[config.mk]
export PLATFORM = sky130hd
export DESIGN_NAME = list_mode_event_decoder_unit
export DESIGN_NICKNAME = d
export VERILOG_FILES = /design/src/sv/lmed_pkg.sv /design/src/sv/list_mode_event_decoder_unit.sv
export SDC_FILE = /design/constraint.sdc
export NUM_CORES = 1
export LEC_CHECK = 0
export BUFFER_PORTS_ARGS = -buffer_cell sky130_fd_sc_hd__buf_2
export CAP_MARGIN = 20
export CORE_MARGIN = 2
export CORE_UTILIZATION = 50
export DETAILED_ROUTE_END_ITERATION = 16
export HOLD_SLACK_MARGIN = 0.03
export PLACE_DENSITY = 0.82
export SLEW_MARGIN = 30
export SYNTH_ARGS = -nofsm -noshare
export SYNTH_HDL_FRONTEND = slang
export SYNTH_SLANG_ARGS = --single-unit
[constraint.sdc]
create_clock -name clk_i -period 8.8 [get_ports clk_i]
set_input_delay 0.44 -clock clk_i [delete_from_list [all_inputs] [get_ports clk_i]]
set_output_delay 0.44 -clock clk_i [all_outputs]
set_load 0.03 [all_outputs]
[src/sv/lmed_pkg.sv]
// shared constants for the list-mode event decoder
`timescale 1ns / 1ps

package lmed_pkg;

  // sampling-rate mode codes
  localparam logic [1:0] RateMode100  = 2'd0;
  localparam logic [1:0] RateMode250  = 2'd1;
  localparam logic [1:0] RateMode500  = 2'd2;
  localparam logic [1:0] RateMode500b = 2'd3;

  // field widths
  localparam int unsigned PosWidth   = 14;
  localparam int unsigned CfdWidth   = 22;
  localparam int unsigned TsWidth    = 52;
  localparam int unsigned RawTsWidth = 48;

  // event layout
  localparam logic [PosWidth-1:0] MinEventWords = 14'd4;
  localparam logic [PosWidth-1:0] PosHeader0    = 14'd0;
  localparam logic [PosWidth-1:0] PosHeader1    = 14'd1;
  localparam logic [PosWidth-1:0] PosHeader2    = 14'd2;
  localparam logic [PosWidth-1:0] PosHeader3    = 14'd3;

  // slot numbering starts at two
  localparam logic [4:0] SlotOffset = 5'd2;

  // cfd sign terms in q.16 ns
  localparam logic [CfdWidth-1:0] Cfd250Sign = 22'h040000;
  localparam logic [CfdWidth-1:0] Cfd500Step = 22'h020000;

endpackage

[src/sv/list_mode_event_decoder_unit.sv]
// list-mode event decoder: tracks event position, holds header words, emits one record per event
`timescale 1ns / 1ps

// Takes one 32-bit list-mode word per clock and keeps its own position inside
// each event. Header words 0 to 2 are held in registers; when header word 3
// is accepted the record is formed in the same cycle and shown on the output
// register in the next cycle, and words keep coming at one word per clock
// while the output is taken. Trace words after the header are consumed at the
// same rate until the event length taken from header word 0 is reached (a
// length below four is used as four and flagged). The input side stalls only
// when header word 3 arrives while the previous record still waits in the
// output register and is not being taken in that cycle. rate_mode selects the
// CFD decoding and the timestamp scale (8 ns at 250 MHz, else 10 ns); write it
// only while no event is in flight.
module list_mode_event_decoder_unit (
  input  logic               clk_i,
  input  logic               rst_ni,
  input  logic               cfg_we_i,
  input  logic [1:0]         cfg_wdata_i,
  input  logic               in_valid_i,
  output logic               in_ready_o,
  input  logic [31:0]        data_word_i,
  input  logic               packet_end_i,
  output logic               out_valid_o,
  input  logic               out_ready_i,
  output logic signed [4:0]  module_index_o,
  output logic [3:0]         channel_number_o,
  output logic [15:0]        energy_value_o,
  output logic signed [21:0] cfd_fraction_o,
  output logic               cfd_forced_o,
  output logic [51:0]        timestamp_ns_o,
  output logic [13:0]        event_words_o,
  output logic               length_error_o
);

  localparam int unsigned PW = lmed_pkg::PosWidth;
  localparam int unsigned CW = lmed_pkg::CfdWidth;
  localparam int unsigned TW = lmed_pkg::TsWidth;

  // control state
  logic [1:0]    rate_q;
  logic [PW-1:0] pos_q, pos_d;
  logic [PW-1:0] len_q, len_d;
  logic          out_valid_q, out_valid_d;

  // held header fields
  logic [7:0]    h0_id_q;
  logic          h0_short_q;
  logic [31:0]   h1_q;
  logic [31:0]   h2_q;

  // result register
  logic [4:0]    module_index_q;
  logic [3:0]    channel_q;
  logic [15:0]   energy_q;
  logic [CW-1:0] cfd_q, cfd_d;
  logic          forced_q, forced_d;
  logic [TW-1:0] ts_q, ts_d;
  logic [PW-1:0] event_words_q;
  logic          length_error_q;

  logic          in_fire;
  logic          emit;
  logic          at_header3;
  logic [PW:0]   pos_inc;
  logic [PW-1:0] hdr_len;
  logic          hdr_short;
  logic [lmed_pkg::RawTsWidth-1:0] ts_raw;
  logic [TW-1:0] ts_x8;
  logic [2:0]    cfd_s500;

  assign at_header3 = (pos_q == lmed_pkg::PosHeader3);
  // only the record word needs room in the output register
  assign in_ready_o = !at_header3 || !out_valid_q || out_ready_i;
  assign in_fire    = in_valid_i && in_ready_o;
  assign emit       = in_fire && at_header3;

  assign hdr_len   = data_word_i[30:17];
  assign hdr_short = (hdr_len < lmed_pkg::MinEventWords);
  assign pos_inc   = {1'b0, pos_q} + {{PW{1'b0}}, 1'b1};

  always_comb begin
    pos_d = pos_q;
    len_d = len_q;
    if (in_fire) begin
      if (pos_q == lmed_pkg::PosHeader0) begin
        len_d = hdr_short ? lmed_pkg::MinEventWords : hdr_len;
      end
      if (packet_end_i || (pos_inc >= {1'b0, len_q})) begin
        pos_d = '0;
      end else begin
        pos_d = pos_inc[PW-1:0];
      end
    end
  end

  always_comb begin
    out_valid_d = out_valid_q;
    if (out_valid_q && out_ready_i) begin
      out_valid_d = 1'b0;
    end
    if (emit) begin
      out_valid_d = 1'b1;
    end
  end

  // cfd decode, all sums wrap at the field width
  assign cfd_s500 = h2_q[31:29];
  always_comb begin
    unique case (rate_q)
      lmed_pkg::RateMode100: begin
        forced_d = h2_q[31];
        cfd_d    = (CW'(h2_q[30:16]) << 4) + (CW'(h2_q[30:16]) << 2);
      end
      lmed_pkg::RateMode250: begin
        forced_d = h2_q[31];
        cfd_d    = (CW'(h2_q[29:16]) << 4) - (h2_q[30] ? lmed_pkg::Cfd250Sign : '0);
      end
      lmed_pkg::RateMode500, lmed_pkg::RateMode500b: begin
        forced_d = (cfd_s500 == 3'd7);
        cfd_d    = (CW'(h2_q[28:16]) << 4) + (CW'(cfd_s500) << 17)
                   - lmed_pkg::Cfd500Step;
      end
      default: begin
        forced_d = 1'b0;
        cfd_d    = '0;
      end
    endcase
    if (forced_d) begin
      cfd_d = '0;
    end
  end

  // times 8, or times 8 plus times 2
  assign ts_raw = {h2_q[15:0], h1_q};
  assign ts_x8  = TW'(ts_raw) << 3;
  assign ts_d   = (rate_q == lmed_pkg::RateMode250) ? ts_x8 : ts_x8 + (TW'(ts_raw) << 1);

  always_ff @(posedge clk_i or negedge rst_ni) begin
    if (!rst_ni) begin
      rate_q      <= lmed_pkg::RateMode100;
      pos_q       <= '0;
      len_q       <= lmed_pkg::MinEventWords;
      out_valid_q <= 1'b0;
    end else begin
      if (cfg_we_i) begin
        rate_q <= cfg_wdata_i;
      end
      pos_q       <= pos_d;
      len_q       <= len_d;
      out_valid_q <= out_valid_d;
    end
  end

  always_ff @(posedge clk_i) begin
    if (in_fire) begin
      unique case (pos_q)
        lmed_pkg::PosHeader0: begin
          h0_id_q    <= data_word_i[7:0];
          h0_short_q <= hdr_short;
        end
        lmed_pkg::PosHeader1: h1_q <= data_word_i;
        lmed_pkg::PosHeader2: h2_q <= data_word_i;
        default: ;
      endcase
    end
    if (emit) begin
      module_index_q <= {1'b0, h0_id_q[7:4]} - lmed_pkg::SlotOffset;
      channel_q      <= h0_id_q[3:0];
      energy_q       <= data_word_i[15:0];
      cfd_q          <= cfd_d;
      forced_q       <= forced_d;
      ts_q           <= ts_d;
      event_words_q  <= len_q;
      length_error_q <= h0_short_q;
    end
  end

  assign out_valid_o      = out_valid_q;
  assign module_index_o   = $signed(module_index_q);
  assign channel_number_o = channel_q;
  assign energy_value_o   = energy_q;
  assign cfd_fraction_o   = $signed(cfd_q);
  assign cfd_forced_o     = forced_q;
  assign timestamp_ns_o   = ts_q;
  assign event_words_o    = event_words_q;
  assign length_error_o   = length_error_q;

  a_len_min: assert property (@(posedge clk_i) disable iff (!rst_ni)
    len_q >= lmed_pkg::MinEventWords)
    else $error("event length below minimum");

  a_pos_in_event: assert property (@(posedge clk_i) disable iff (!rst_ni)
    pos_q < len_q)
    else $error("word position beyond event length");

  a_emit_shows: assert property (@(posedge clk_i) disable iff (!rst_ni)
    emit |=> out_valid_q)
    else $error("record word accepted but no result shown");

  a_no_overwrite: assert property (@(posedge clk_i) disable iff (!rst_ni)
    !(emit && out_valid_q && !out_ready_i))
    else $error("pending record overwritten");

  a_short_len: assert property (@(posedge clk_i) disable iff (!rst_ni)
    (out_valid_q && length_error_q) |-> (event_words_q == lmed_pkg::MinEventWords))
    else $error("short length not clamped");

endmodule
==> qor.txt, run 1 <==
Avg Inst Size Synth = 10.93 um^2
Post-synth top flop = edfxtp_1
Worst Path Buf+Inv = 2
Post-synth top cells = edfxtp_1 (185), a21oi_1 (103), nand2_1 (102)
Max-cap violations = 0
fin nets = 1318
R2R cell count = 14
WHS Endpoint = h2_q[16]
Bufs on Longest Clock Path = 3
die width = 155.5 um
RePlAce Congestion = 0.8944
RSZ-0062 raised after global routing = no
Vias = 8443
share of the cycle needed by the critical path after routing = 43.09%
hold path startpoint = data_word_i[16]
slowest CP cell = or4_1
max-slew violations = 0
pwr dens = 204.2 nW/um^2
CP top delay family = simple AND/OR/NAND/NOR gates
final WL = 26.14 mm
placed cell count = 1453
Resized cells post-CTS = 0
initial drt markers = 714
r2r setup slk = 5.01 ns
Worst Skew = 0.01718 ns
peak supply drop = 158.5 uV
P&R area growth vs syn = 15.18%
cell count after synthesis = 1049
Clock transition at path regs = 0.06 ns
Hold WC Path Type = input pin to flop
Setup CP Type = flop to flop
worst slew pin tran = 0.8369 ns
CTS buffer count = 24
global-route wire length before repair = 41.19 mm
chip height = 155.5 um
# diodes = 0
Clock Sinks = 216
design area = 13210 um^2
first-pass iteration count of the detailed router = 5
Post-Synth Simple-Gate Area = 11.43%
Vias/cell = 5.644
Initial Util = 50.81%
Synth top area share = 48.44%
Post-DP HPWL = 18.76 mm
CTS tree = done
Slew HR = 44.21%
most common cell in the synthesized netlist = edfxtp_1
antenna violations before repair = 0
sequential area share after synthesis = 55.21%
Final setup viols = 0
Port-buffer cells = 153
Final min period = 3.792 ns
largest net degree at the start of global routing = 69
Root Driver = clkbuf_16
Critical Path RT = 9.23 ns
Hold Path Depth = 1
Crit Reg-Reg Endpoint = pos_q[4]
number of enable flip-flop cells after synthesis = 185
Site Rows = 55
compound-cell area share of the yosys netlist = 15.10%
io pins = 157
core box area = 22570 um^2
routed len/inst = 17.47 um
CP Max Fanout = 14
status = finished clean
yosys warns = 0
die area = 24160 um^2
largest cells by area after synthesis = edfxtp_1 (48%), ha_1 (8.8%), dfrtp_1 (6.5%)
Final Non-Filler Cells = 1496
number of routed nets with antenna violations = 0
adder-cell share of the synthesized area = 9.186%
Max Fclk = 263.7 MHz
total gr overflow = 0
Critical Path AT = 4.22 ns
#FFs+latches synth = 216
worst-skew pair later-pin latency = 0.53 ns
vias in the first global route = 8034
GR Util All Layers = 21.36%
Power, Total = 2.698 mW
final hold vios = 0
DR DRC count = 0
largest family of logic cells by synthesized area = compound AO/OA/AOI/OAI gates
Syn Std Cell Area = 11470 um^2
Synth cell types = 63
placed inst area = 12480 um^2
Largest stage delay, worst path = 0.66 ns
sequence of cells on the critical path = ha_1, inv_1, nor2_1, nand3_1, nor3_1, xnor2_1, inv_1, ha_1, nand3_1, nor2_1, a2111oi_0, o21ai_0, or4_1, o21ai_0
H-tree Lvls = 1
worst reg2reg startpoint = pos_q[0]
crit path launch type = flop
Async SR Flop Fraction = 14.35%
final setup TNS = 0 ns
Synth Area in XOR/XNOR = 5.193%
multiplexer share of the synthesized area = 0.2837%
P_leak = 5.341 nW
Crit. End Element = flop
area leader, netlist = edfxtp_1
layout cells sized above 1 = 17.09%
==> layout make-up <==
| cell class | count | area [um^2] |
|---|---|---|
| clock buffer | 34 | 669.4 |
| clock inverter | 8 | 53.80 |
| fill | 1847 | 9363 |
| inverter | 62 | 232.7 |
| multi-input combinational | 731 | 4743 |
| sequential | 216 | 6332 |
| tap | 285 | 356.6 |
| timing repair buffer | 160 | 820.8 |
==> through the flow <==
step,hold WS [ns],util [%],worst slack [ns]
floorplan,0.1444,-,4.614
global placement,0.4034,55.27,5.337
detailed placement,0.4057,55.27,5.073
CTS,0.09023,58.52,5.035
global route,0.09604,58.52,4.736
finish,0.1093,58.52,5.008
==> kinds of logic (layout without fill, tap and decap cells) <==
family | Yosys count | after routing
compound gates | 288 | 288
simple gates | 286 | 286
flops | 216 | 216
buf+inv | 104 | 264
fa+ha+maj | 83 | 83
xor+xnor | 68 | 68
mux | 3 | 3
other cells | 1 | 3
==> layout by cell type (no fill, tap or decap), types with 5 or more instances in the layout <==
| cell type | instances |
|---|---|
| o21bai_1 | 9 |
| and2_1 | 7 |
| o211ai_1 | 5 |
| o21ai_0 | 80 |
| edfxtp_1 | 185 |
| xnor2_1 | 45 |
| o21a_1 | 12 |
| o22ai_1 | 11 |
| buf_2 | 153 |
| nor2_1 | 78 |
| ha_1 | 81 |
| inv_1 | 62 |
| nand3_1 | 22 |
| buf_4 | 6 |
| a21o_1 | 23 |
| clkinv_2 | 5 |
| nand2_1 | 102 |
| nor2b_1 | 10 |
| a211oi_1 | 6 |
| dfrtp_1 | 30 |
| a21oi_1 | 103 |
| clkbuf_16 | 25 |
| nor4_1 | 7 |
| and3_1 | 9 |
| xor2_1 | 23 |
| nor3_1 | 12 |
| nand4_1 | 15 |
| a31oi_1 | 5 |
| nand2b_1 | 6 |
| clkbuf_1 | 8 |
==> flip-flops by register name (all words and copies together) (netlist names) <==
signal and cells:
pos_q 14, len_q 14, energy_value_o 16, event_words_o 14, timestamp_ns_o 51, cfd_fraction_o 20, h0_id_q 8, cfd_forced_o 1
h1_q 32, h0_short_q 1, h2_q 32, module_index_o 5, channel_number_o 4, out_valid_o 1, rate_q 2, length_error_o 1
==> worst max-delay path by stage <==
stage               startpoint  depth (start not counted)            to
floorplan             pos_q[2]                          5  cfd_forced_o
global placement      pos_q[0]                         14     pos_q[13]
detailed placement    pos_q[0]                         14      pos_q[4]
CTS                   pos_q[0]                         14      pos_q[4]
global route          pos_q[0]                         14      pos_q[4]
finish                pos_q[0]                         14      pos_q[4]
==> per-layer routing <==
layer	GRT usage, %	part of all wire [%]	wire [um]	vias to the layer above
li1	-	-	-	4119
met1	29.91	44	11580	3958
met2	33.48	46	11950	304
met3	4.262	7.2	1887	62
met4	7.383	2.8	720	0
met5	0	0	0	-
==> power breakdown <==
part / total [mW] / leakage, nW / internal [mW] / switching, mW
clock: 0.925 / 0.357 / 0.530 / 0.396
combinational: 0.515 / 2.90 / 0.189 / 0.326
sequential: 1.26 / 2.09 / 1.21 / 0.0447
total: 2.70 / 5.34 / 1.93 / 0.766
==> what timing repair did <==
item,CTS,global route
setup buffers,0,0
hold buffers,1,0
hold endpoints to repair,30,0
Note: power is estimated with default switching activity, not from simulation.
==> run 2, diff against run 1 <==
clock period = 3.7 ns   (was 8.8 ns; I/O delays follow)
==> qor.txt, run 2 (synthesized netlist as in run 1, its figures left out) <==
vias in the first global route = 8525
Max Fclk = 284.4 MHz
Power, Total = 6.690 mW
Clock Sinks = 216
status = finished clean
CP Max Fanout = 6
commonest cells after routing, fill and taps aside = edfxtp_1 (185), buf_2 (153), a21oi_1 (103), nand2_1 (102)
pre-CTS WS = 0.1560 ns
Hold WC Path Type = input pin to flop
pwr dens = 488.2 nW/um^2
final hold vios = 0
peak supply drop = 353.4 uV
initial drt markers = 566
layout cells sized above 1 = 17.19%
Min Hold Slack = 0.1315 ns
global-route wire length before repair = 43.71 mm
RSZ-0062 raised after global routing = no
die area = 24160 um^2
Vias = 8806
Site Rows = 55
Setup CP Type = flop to flop
Max-cap violations = 0
Final min period = 3.516 ns
share of the cycle needed by the critical path after routing = 95.02%
Crit. End Element = flop
setup ws final = 0.1843 ns
final WL = 27.46 mm
number of routed nets with antenna violations = 0
antenna violations before repair = 0
chip height = 155.5 um
# diodes = 0
worst-skew pair later-pin latency = 0.53 ns
hold path startpoint = out_ready_i
io pins = 157
CTS tree = done
Post-DP HPWL = 19.29 mm
core box area = 22570 um^2
Clock transition at path regs = 0.06 ns
first-pass iteration count of the detailed router = 5
CTS buffer count = 23
Largest stage delay, worst path = 0.51 ns
crit path launch type = flop
Critical Path Start = h1_q[2]
max FFs per register = 51
Post-CTS Setup Bufs = 0
Worst Skew = 0.03038 ns
max-slew violations = 0
most numerous cell on the critical path = a21oi_1
Port-buffer cells = 153
Fillers = 1799
largest net degree at the start of global routing = 52
share of the core filled with cells = 60.71%
RePlAce Congestion = 0.8957
Final setup viols = 0
Critical Path AT = 3.75 ns
H-tree Lvls = 1
sequence of cells on the critical path = ha_1, fa_1, a21oi_1, o211ai_1, a21oi_1, o31a_1, nand2_1, a31oi_1, o21ai_0, xnor2_1, a21oi_1
fin nets = 1358
slowest CP cell = a21oi_1
Initial Util = 50.81%
Slew HR = 41.71%
final setup TNS = 0 ns
CP top delay family = compound AO/OA/AOI/OAI gates
die width = 155.5 um
worst slew pin tran = 0.8744 ns
P_leak = 5.553 nW
worst reg2reg startpoint = h1_q[2]
GR Util All Layers = 22.65%
routed len/inst = 17.88 um
Critical Path RT = 3.93 ns
Root Driver = clkbuf_16
P&R area growth vs syn = 19.48%
commonest non-fill, non-tap cell in the layout = edfxtp_1
Worst Path Buf+Inv = 0
total gr overflow = 0
Bufs on Longest Clock Path = 3
DR DRC count = 0
Vias/cell = 5.733
run 2: changes by cell type in the layout (fill, tap and decap cells not counted), moves of 2 or more:
cell and change:
buf_4 +3, clkbuf_16 -2, bufinv_16 +5, dlygate4sd3_1 +37, clkinv_1 +5, clkbuf_1 -8
run 2: final timing paths:
check | cells past startpoint | endpoint | slack, ns
max in group asynchronous | 2 | len_q[11] | 2.97
hold reg to reg | 0 | channel_number_o[0] | 0.42
min in group asynchronous | 2 | len_q[6] | 0.25
hold / removal | 3 | out_valid_o | 0.13
setup / recovery | 11 | timestamp_ns_o[31] | 0.18
setup reg to reg | 11 | timestamp_ns_o[31] | 0.18
run 2: final cells by class:
| type | instances | area, um^2 | area share, % |
|---|---|---|---|
| flip-flops and latches | 216 | 6332 | 46.21 |
| multi-input cells | 731 | 4755 | 34.70 |
| repair buffers | 201 | 1234 | 9.003 |
| clock buffers | 23 | 575.6 | 4.200 |
| well taps | 285 | 356.6 | 2.602 |
| inverters | 62 | 232.7 | 1.698 |
| clock inverters | 18 | 217.7 | 1.589 |
run 2: worst min-delay path: stages:
cell and delay, ns:
buf_2 0.08, nor2b_1 0.06, or2_2 0.29
run 2: metrics by stage:
step	std cells	cell area, um^2
after detailed placement	1457	12520
after global routing	1536	13700
final	1536	13700
after CTS	1536	13690
after floorplan	1051	11480
after global placement	1457	12520
run 2: timing repair:
item                                    in CTS  in global routing
endpoints found under the hold margin      142                  0
gates resized for setup                      0                  2
hold buffers                                38                  0
endpoints found under the setup margin       0                 14
run 2: where the power goes:
part	switching [mW]	total, mW	internal [mW]
registers	0.108	2.99	2.88
clock network	0.938	2.42	1.48
logic	0.795	1.28	0.484
run 2: metal layers:
layer / share of wire [%] / track usage (%) / vias to the layer above
met2: 47 / 36.20 / 351
met4: 3.2 / 8.825 / 0
met1: 42 / 31.05 / 4180
met3: 8.3 / 3.983 / 76
li1: - / - / 4199
met5: 0 / 0 / -
==> run 3, diff against run 2 <==
CORE_ASPECT_RATIO = 1.25   (was not set)
==> qor.txt, run 3 (synthesized netlist as in run 1, its figures left out) <==
Slew HR = 38.39%
CP Max Fanout = 4
Hold WC Path Type = input pin to flop
sequential power share = 47.0%
Post-DP HPWL = 19.33 mm
switch share = 28.20%
clock share of power = 32.9%
number of routed nets with antenna violations = 0
RePlAce Congestion = 0.9109
share of the cycle needed by the critical path after routing = 88.94%
fin nets = 1356
commonest non-fill, non-tap cell in the layout = edfxtp_1
worst-skew pair later-pin latency = 0.51 ns
Root Driver = clkbuf_16
Max Fclk = 303.9 MHz
peak supply drop = 363.1 uV
final WL = 27.30 mm
Gate power share = 20.1%
first-pass iteration count of the detailed router = 5
Power, Total = 6.364 mW
layout cells sized above 1 = 16.75%
Largest stage delay, worst path = 0.43 ns
core box area = 22360 um^2
final hold vios = 0
Site Rows = 61
worst slew pin tran = 0.9241 ns
slowest CP cell = edfxtp_1
sequence of cells on the critical path = ha_1, fa_1, a21oi_1, o211ai_1, a21oi_1, o31a_1, nand2_1, a31oi_1, o21ai_0, xnor2_1, a21oi_1
P_leak = 5.487 nW
Worst Skew = 0.009944 ns
P&R area growth vs syn = 18.55%
Max-cap violations = 0
Int Pwr = 4.569 mW
Final setup viols = 0
Vias/cell = 5.630
routed len/inst = 17.83 um
Clock transition at path regs = 0.06 ns
crit path launch type = flop
largest net degree at the start of global routing = 64
H-tree Lvls = 1
CP top delay family = compound AO/OA/AOI/OAI gates
Fillers = 1733
Final min period = 3.291 ns
CTS buffer count = 22
die area = 24170 um^2
DR DRC count = 0
r2r setup slk = 0.41 ns
Psw = 1.795 mW
area occupied by multi-input gates = 4763 um^2
status = finished clean
Setup CP Type = flop to flop
commonest cells after routing, fill and taps aside = edfxtp_1 (185), buf_2 (153), a21oi_1 (103), nand2_1 (102), ha_1 (80)
chip height = 173.3 um
Final Non-Filler Cells = 1531
Vias = 8620
placed cell count = 1454
Bufs on Longest Clock Path = 3
GR Util All Layers = 22.02%
Worst Path Buf+Inv = 0
most numerous cell on the critical path = a21oi_1
total gr overflow = 0
# diodes = 0
Critical Path AT = 3.49 ns
vias in the first global route = 8604
max-slew violations = 0
RSZ-0062 raised after global routing = no
global-route wire length before repair = 43.46 mm
antenna violations before repair = 0
share of the core filled with cells = 60.80%
Critical Path RT = 3.90 ns
initial drt markers = 732
final setup TNS = 0 ns
io pins = 157
CTS tree = done
max FFs per register = 51
Port-buffer cells = 153
register area = 6332 um^2
Crit. End Element = flop
die width = 139.5 um
pwr dens = 468.1 nW/um^2
Initial Util = 51.28%
Clock Sinks = 216
-- run 3: worst min-delay path, cell delays in order --
cell	delay [ns]
buf_2	0.08
nor2b_1	0.06
or2_2	0.29
-- run 3: timing repair --
| item | in CTS | in global routing |
|---|---|---|
| setup buffers | 0 | 0 |
| hold endpoints to repair | 135 | 0 |
| hold buffers | 38 | 0 |
| endpoints found under the setup margin | 0 | 14 |
| resized for setup | 0 | 6 |
-- run 3: path summary, 6_finish.rpt --
| path | startpoint | endpoint | depth (start not counted) |
|---|---|---|---|
| max reg2reg | h1_q[0] | timestamp_ns_o[31] | 11 |
| max in group asynchronous | rst_ni | pos_q[7] | 2 |
| min in group asynchronous | rst_ni | pos_q[12] | 2 |
| min | out_ready_i | out_valid_o | 3 |
| min reg2reg | h0_short_q | length_error_o | 0 |
| max | h1_q[0] | timestamp_ns_o[31] | 11 |
-- run 3: layer usage --
layer | track usage, % | up-vias | routed length (um)
met2 | 38.44 | 292 | 13660
met4 | 8.165 | 0 | 827
met5 | 0 | - | 0
met1 | 27.50 | 4076 | 11100
li1 | - | 4193 | -
met3 | 3.674 | 59 | 1709
-- run 3: area by class of cell --
type / count / area share (%)
Tap cell: 283 / 2.604
Clock buffer: 27 / 4.344
Timing Repair Buffer: 200 / 9.111
Inverter: 62 / 1.712
Sequential cell: 216 / 46.58
Clock inverter: 12 / 0.6166
Multi-Input combinational cell: 731 / 35.04
-- run 3: power by group through the flow --
stage               logic, mW  registers [mW]  clock network, mW
floorplan               0.844            3.07                  0
global placement         1.19            3.03                  0
detailed placement       1.22            3.03                  0
CTS                      1.27            2.98               2.12
global route             1.43            3.01               2.22
finish                   1.28            2.99               2.09
-- run 3: metrics by stage --
step | cell area (um^2) | hold WS, ns | setup WS, ns
2_1_floorplan | 11480 | -0.1106 | 0.4726
3_3_place_gp | 12520 | 0.2789 | 0.2280
3_5_place_dp | 12520 | 0.2958 | 0.08547
4_1_cts | 13580 | 0.1373 | 0.07021
5_1_grt | 13600 | 0.1725 | 0.04198
6_report | 13600 | 0.1512 | 0.4092
